[src/sv/nia_pkg.sv]
// ----------------------------------------------------------------------------
// nia_pkg
// Shared types, operation codes and helpers for the nullable integer ALU.
// ----------------------------------------------------------------------------
package nia_pkg;

    localparam int DataW = 64;
    localparam int KindW = 4;
    localparam int WcW   = 2;

    localparam logic [KindW-1:0] KIND_ADD = 4'd0;
    localparam logic [KindW-1:0] KIND_SUB = 4'd1;
    localparam logic [KindW-1:0] KIND_MUL = 4'd2;
    localparam logic [KindW-1:0] KIND_DIV = 4'd3;
    localparam logic [KindW-1:0] KIND_MOD = 4'd4;
    localparam logic [KindW-1:0] KIND_AND = 4'd5;
    localparam logic [KindW-1:0] KIND_XOR = 4'd6;
    localparam logic [KindW-1:0] KIND_OR  = 4'd7;
    localparam logic [KindW-1:0] KIND_NOT = 4'd8;
    localparam logic [KindW-1:0] KIND_EQ  = 4'd9;
    localparam logic [KindW-1:0] KIND_NE  = 4'd10;
    localparam logic [KindW-1:0] KIND_GT  = 4'd11;
    localparam logic [KindW-1:0] KIND_LT  = 4'd12;
    localparam logic [KindW-1:0] KIND_GE  = 4'd13;
    localparam logic [KindW-1:0] KIND_LE  = 4'd14;

    localparam logic [WcW-1:0] WC_8  = 2'd0;
    localparam logic [WcW-1:0] WC_16 = 2'd1;
    localparam logic [WcW-1:0] WC_32 = 2'd2;
    localparam logic [WcW-1:0] WC_64 = 2'd3;

    // word in flight through the divider stages
    typedef struct packed {
        logic             valid;
        logic             is_null;
        logic [KindW-1:0] kind;
        logic [WcW-1:0]   wcode;
        logic             a_neg;
        logic             b_neg;
        logic [DataW-1:0] res;
        logic [DataW-1:0] rem;
        logic [DataW-1:0] dq;   // dividend shifting out, quotient shifting in
        logic [DataW-1:0] dsr;
    } pipe_t;

    function automatic logic [DataW-1:0] sext_w(input logic [DataW-1:0] v,
                                                input logic [WcW-1:0] wc);
        logic [DataW-1:0] r;
        begin
            case (wc)
                WC_8:    r = {{(DataW-8){v[7]}}, v[7:0]};
                WC_16:   r = {{(DataW-16){v[15]}}, v[15:0]};
                WC_32:   r = {{(DataW-32){v[31]}}, v[31:0]};
                default: r = v;
            endcase
            return r;
        end
    endfunction

endpackage

[src/sv/nia_div_step.sv]
// ----------------------------------------------------------------------------
// nia_div_step
// One registered restoring-division step: one quotient bit per stage.
// ----------------------------------------------------------------------------
module nia_div_step (
    input  logic          clk,
    input  logic          rst_n,
    input  logic          adv,
    input  nia_pkg::pipe_t d_in,
    output nia_pkg::pipe_t d_out
);
    import nia_pkg::*;

    logic [DataW-1:0] sh;
    logic             ge;
    pipe_t            step_next;

    always_comb
    begin
        sh        = {d_in.rem[DataW-2:0], d_in.dq[DataW-1]};
        ge        = (sh >= d_in.dsr);
        step_next = d_in;
        step_next.rem = ge ? (sh - d_in.dsr) : sh;
        step_next.dq  = {d_in.dq[DataW-2:0], ge};
    end

    always_ff @(posedge clk or negedge rst_n)
    begin
        if (!rst_n)
        begin
            d_out.valid <= 1'b0;
        end
        else if (adv)
        begin
            d_out <= step_next;
        end
    end

endmodule

[config.mk]
export PLATFORM = sky130hd
export DESIGN_NAME = nia_div_step
export DESIGN_NICKNAME = d
export VERILOG_FILES = /design/src/sv/nia_pkg.sv /design/src/sv/nia_div_step.sv
export SDC_FILE = /design/constraint.sdc
export NUM_CORES = 1
export LEC_CHECK = 0
export ABC_AREA = 1
export BUFFER_PORTS_ARGS = -buffer_cell sky130_fd_sc_hd__buf_2
export CORE_AREA = 4 4 205 207
export DETAILED_ROUTE_END_ITERATION = 10
export DIE_AREA = 0 0 209 211
export GPL_ROUTABILITY_DRIVEN = 0
export PLACE_DENSITY = 0.6
export SETUP_SLACK_MARGIN = 0.2
export SYNTH_ARGS = -nofsm -noshare
export SYNTH_HDL_FRONTEND = slang
export SYNTH_SLANG_ARGS = --single-unit
[constraint.sdc]
create_clock -name clk -period 0.8 [get_ports clk]
set_input_delay 0.12 -clock clk [delete_from_list [all_inputs] [get_ports clk]]
set_output_delay 0.12 -clock clk [all_outputs]
set_load 0.01 [all_outputs]
==> flow_summary.json, run 1 <==
{
  "p_per_area_nw_per_um2": 1700,
  "final_cells": 3535,
  "end_kind": "flip-flop",
  "grt-ovfl-total": 0,
  "setup_viol_count_final": 331,
  "grt_max_degree": 47,
  "hold-worst-slack_ps": -116,
  "hold_path.startpoint": "adv",
  "fmax_ghz": 0.625,
  "combPwrFrac_pct": 29.7,
  "pwr-share-clk_pct": 32.0,
  "max-cap-violations": 0,
  "fin_crit_sh_pct": 200,
  "fill_cells": 3421,
  "crit_fanout": 16,
  "grt_use_total_pct": 28.8,
  "synth_fp_nets": 2183,
  "yosys.cell_types.count": 31,
  "vdd_ir_drop_max_mv": 1.54,
  "finalCriticalPeriod_ps": 1600,
  "skew_ps": 0,
  "maxSlewHeadroom_pct": 72.1,
  "drtIter0Drc": 1221,
  "power.switching_mw": 13.5,
  "min_path_type": "input pin to flip-flop",
  "syn-cell-area_um2": 15100,
  "finalHoldViolCount": 25,
  "clock_sinks": 266,
  "wl_per_cell_um": 18.9,
  "yosysWarnings": 0,
  "cts_buffer_depth": 3,
  "wl_um": 66700,
  "slew_viol_final": 0,
  "setup_ws_ps": -799,
  "setup-tns-final_ps": -165650,
  "critPathRequiredTime_ps": 1160,
  "grt_pass1_wl_um": 98900,
  "drive_above_1_share_pct": 40.6,
  "detail-route-antenna-nets": 0,
  "min_path_cells": 2,
  "power_mw": 44.5,
  "grt_pass1_vias": 17000,
  "r2r-start": "d_out[265]",
  "violations": "hold timing, setup timing",
  "dp_hpwl_um": 49400,
  "reg_top3": "d_out: 266 flops",
  "largest_register_ffs": 266,
  "cp.arrival_ps": 1960,
  "die_height_um": 211,
  "fin_nets": 3307,
  "dr.pass1.iters": 6,
  "ff2ff_setup_slack_ps": 30,
  "outcome": "finished, violations left",
  "intPower_mw": 31.0,
  "cts_tree": "yes",
  "core_area_um2": 40400,
  "clockRootBuffer": "clkbuf_16",
  "vias": 16600,
  "syn2layout_area_growth_pct": 73.5,
  "antenna_found_initial": 6,
  "ys_ff_latch": 266,
  "final_cell_mix": "654 x nand2_1, 490 x buf_2, 364 x inv_1",
  "hold_path_end": "d_out[265]",
  "p_leak_nw": 13.3,
  "clk_pin_slew_ps": 60,
  "final_common_cell": "nand2_1",
  "crit_type": "input pin to flip-flop",
  "critPathLaunchType": "input pin",
  "largest-register": "d_out",
  "post-route-util_pct": 64.9,
  "ios": 535,
  "avgSynthCellArea_um2": 8.17,
  "rsz0062_at_grt": "yes",
  "numCtsBuffers": 31,
  "worstMarginPinSlew_ps": 414,
  "rr_endpoint": "d_out[265]",
  "htree_levels": 1,
  "rr_worst_depth": 1,
  "swShare_pct": 30.4,
  "synth-seq-area-share_pct": 52.8,
  "dp_cells": 3204,
  "via_per_inst": 4.70,
  "remaining_drc_errors": 0,
  "seqPwrFrac_pct": 38.3,
  "clock_latency_ps": 590,
  "placementRows": 74,
  "start_util_pct": 37.4,
  "die-area_um2": 44100,
  "synth_cells": 1849,
  "dieWidth_um": 209,
  "port_buffers": 533
}
cell type report:
type	instances	area, um^2	share of cell area, %
antenna	5	12.5	0.0477
clock buffer	38	802	3.06
clock inverter	20	198	0.754
inverter	409	1570	5.99
multi-input combinational	1161	6850	26.1
sequential	266	7980	30.5
tap	532	666	2.54
timing repair buffer	1101	8080	30.8
timing repair inverter	3	51.3	0.196
worst max path at each step:
stage          startpoint  slack (ps)          to
3_5_place_dp     d_in[37]       -1630  d_out[182]
3_3_place_gp     d_in[37]       -1600  d_out[164]
5_1_grt         d_in[127]        -870  d_out[176]
6_report         d_in[59]        -800  d_out[138]
2_1_floorplan       rst_n       -3710    d_out[0]
4_1_cts         d_in[127]        -740  d_out[189]
synth_stat cells:
cell	n	area share [%]
and3_1	1	0.041
and2_1	2	0.083
fa_1	1	0.13
buf_12	1	0.13
nand2_4	3	0.22
a21oi_1	42	1.4
xor2_1	30	1.7
nand3_2	11	0.73
nand2_1	759	19
xnor2_1	1	0.058
nor3_1	7	0.23
nor2_4	1	0.075
o21ai_1	1	0.033
buf_8	1	0.099
edfxtp_1	265	53
nor2_1	111	2.8
o21ai_0	7	0.23
nor2_2	6	0.25
nand2_2	6	0.25
buf_2	9	0.30
inv_1	401	10
nand3_1	79	2.6
ha_1	64	5.3
nor3_2	3	0.20
mux2_2	1	0.075
nand4_1	20	0.83
dfrtp_1	1	0.17
a21oi_2	2	0.12
buf_6	2	0.15
nor4_1	3	0.12
inv_2	8	0.20
metal layers:
layer	vias to the layer above	GRT usage, %	wire [um]
li1	7992	-	-
met1	7723	35.6	26400
met2	704	49.8	32000
met3	185	4.43	4210
met4	4	13.8	4000
met5	-	0	21
cells by family (layout without fill, tap and decap cells):
family | after synthesis | count (layout) | share of synthesized area (%)
AND/OR/NAND/NOR | 1012 | 1012 | 27.3
AO/OA/AOI/OAI | 52 | 52 | 1.77
flip-flops | 266 | 266 | 52.8
XOR/XNOR | 31 | 31 | 1.80
buffers and inverters | 422 | 1571 | 10.8
adder cells (fa/ha/maj) | 65 | 65 | 5.43
multiplexers | 1 | 1 | 0.0745
other | 0 | 5 | 0
timing repair:
action                                 4_1_cts  5_1_grt
buffers inserted                            15        5
pin swaps                                   27       15
cloned                                       6        1
hold buffers                               240        1
endpoints found under the hold margin      265       26
setup endpoints to repair                  332      358
resized for setup                          209      168
through the flow:
| stage | instance area, um^2 | worst slack (ps) | hold slack [ps] |
|---|---|---|---|
| after detailed placement | 20900 | -1630 | 83.2 |
| after floorplan | 15300 | -3710 | -176 |
| after global routing | 26200 | -870 | -123 |
| after CTS | 25600 | -736 | -324 |
| after global placement | 20900 | -1600 | 77.1 |
| final | 26200 | -799 | -116 |
power by group through the flow:
stage	registers (mW)	logic [mW]	clock network, mW
2_1_floorplan	17.9	4.41	0
3_3_place_gp	17.3	10.0	0
3_5_place_dp	17.3	10.2	0
4_1_cts	17.0	12.5	14.6
5_1_grt	17.1	14.3	15.1
6_report	17.0	13.2	14.2
critical path, cell delays in order:
cell	delay, ps
buf_2	90
inv_1	60
ha_4	300
nand2_2	80
inv_2	50
nand2_2	70
nor3_4	230
nand2_2	120
nor2_2	110
nor2_2	40
buf_4	140
nand2_8	110
buf_12	180
inv_16	80
nand2_1	70
nand2_1	60
Power figures use the tool's default switching activity.
==> inputs of run 2 (changes only) <==
SETUP_SLACK_MARGIN = 0.1   (was 0.2)
==> run 2 against run 1 <==
Effect of this change: the run ends with setup timing left; sequential share of layout area is 0.25 points lower; fmax is 1.4% lower; clock power hardly changed; non-clock buffer count is 25 higher; core utilization is 0.55 points higher.
==> flow_summary.json, run 2 (same netlist as run 1, synthesis figures left out) <==
{
  "outcome": "finished, violations left",
  "violations": "setup timing",
  "combPwrFrac_pct": 29.7,
  "die-area_um2": 44100,
  "critPathRequiredTime_ps": 1160,
  "power.switching_mw": 13.6,
  "drive_above_1_share_pct": 40.2,
  "antenna_found_initial": 6,
  "finalHoldViolCount": 0,
  "largest_register_ffs": 266,
  "grt_max_degree": 47,
  "cp.arrival_ps": 1980,
  "swShare_pct": 30.4,
  "drtIter0Drc": 1256,
  "core_area_um2": 40400,
  "cts_buffer_depth": 3,
  "htree_levels": 1,
  "placementRows": 74,
  "crit_type": "input pin to flip-flop",
  "setup_ws_ps": -822,
  "largest-register": "d_out",
  "remaining_drc_errors": 0,
  "port_buffers": 533,
  "maxSlewHeadroom_pct": 75.0,
  "setup_viol_count_final": 331,
  "fin_crit_sh_pct": 203,
  "numCtsBuffers": 31,
  "p_leak_nw": 13.3,
  "skew_ps": 0,
  "intPower_mw": 31.0,
  "via_per_inst": 4.68,
  "dp_hpwl_um": 49400,
  "clockRootBuffer": "clkbuf_16",
  "wl_um": 67000,
  "min_path_type": "input pin to flip-flop",
  "critPathLaunchType": "input pin",
  "dieWidth_um": 209,
  "grt_pass1_wl_um": 99500,
  "fin_nets": 3332,
  "start_util_pct": 37.4,
  "ios": 535,
  "clk_pin_slew_ps": 60,
  "seqPwrFrac_pct": 38.2,
  "max-cap-violations": 0,
  "setup-tns-final_ps": -167250,
  "final_common_cell": "nand2_1",
  "fmax_ghz": 0.616,
  "rsz0062_at_grt": "yes",
  "clock_sinks": 266,
  "final_cell_mix": "655 x nand2_1, 491 x buf_2, 367 x inv_1",
  "die_height_um": 211,
  "dr.pass1.iters": 6,
  "reg_top3": "d_out: 266 flops",
  "detail-route-antenna-nets": 0,
  "end_kind": "flip-flop",
  "vias": 16700,
  "grt_pass1_vias": 17100,
  "wl_per_cell_um": 18.8,
  "worstMarginPinSlew_ps": 372,
  "pwr-share-clk_pct": 32.0,
  "clock_latency_ps": 590,
  "syn2layout_area_growth_pct": 74.9,
  "crit_fanout": 16,
  "grt-ovfl-total": 0,
  "slew_viol_final": 0,
  "grt_use_total_pct": 29.0,
  "cts_tree": "yes",
  "vdd_ir_drop_max_mv": 1.54,
  "p_per_area_nw_per_um2": 1690,
  "fill_cells": 3402,
  "power_mw": 44.6,
  "finalCriticalPeriod_ps": 1620
}
run 2: cell count changes in the layout (fill, tap and decap cells not counted), sizes merged:
cell,change
dlygate4sd3,+26
diode,+2
clkbuf,-1
run 2: power groups by stage:
stage	sequential [mW]	combinational [mW]	clock, mW
after floorplan	17.9	4.41	0
after global placement	17.3	10.0	0
after detailed placement	17.3	10.2	0
after CTS	17.0	12.6	14.6
after global routing	17.1	14.3	15.1
final	17.0	13.2	14.3
run 2: critical path: stages:
cell and delay [ps]:
buf_2 90, inv_1 60, ha_4 310, nand2_2 90, inv_2 60, nand2_2 70, nor3_4 240, nand2_2 130
nor2_2 120, nor2_1 40, buf_4 150, nand2_8 110, buf_12 180, inv_16 80, nand2_1 70, nand2_1 70
run 2: worst paths after layout:
check	to	from	slack, ps	cells past startpoint
max in group asynchronous	d_out[265]	rst_n	160	4
setup / recovery	d_out[138]	d_in[59]	-820	16
hold / removal	d_out[129]	d_in[128]	30	4
setup reg to reg	d_out[265]	d_out[265]	30	1
min in group asynchronous	d_out[265]	rst_n	530	4
hold reg to reg	d_out[265]	d_out[265]	550	1
run 2: area by class of cell:
cell class                 instances  area [um^2]  share of cell area (%)
multi-input combinational       1161         6830                    25.9
timing repair inverter             3         56.3                   0.213
timing repair buffer            1126         8310                    31.4
sequential                       266         7980                    30.2
inverter                         409         1570                    5.94
antenna                            7         17.5                  0.0663
clock inverter                    20          198                   0.748
tap                              532          666                    2.52
clock buffer                      38          802                    3.03
run 2: repair_timing:
action                     CTS  global route
gates cloned                 6             0
hold buffers               266             1
resized for setup          209           162
setup buffers               15             5
hold endpoints to repair   265             1
setup endpoints to repair  332           332
pin swaps                   27            16
run 2: stage by stage:
stage	setup WS (ps)	util (%)	hold WS [ps]	cells	cell area, um^2
after floorplan	-3710	-	-176	1849	15300
after global placement	-1600	51.8	77.1	3204	20900
after detailed placement	-1630	51.8	83.2	3204	20900
after CTS	-736	64.0	-324	3549	25800
after global routing	-870	65.4	31.0	3556	26400
final	-822	65.5	28.8	3562	26400
run 2: metal layers:
metal  part of all wire [%]  track usage, %
met1                     39            35.8
met4                    6.0            13.7
met2                     48            50.1
met3                    6.7            4.47
met5                  0.031               0
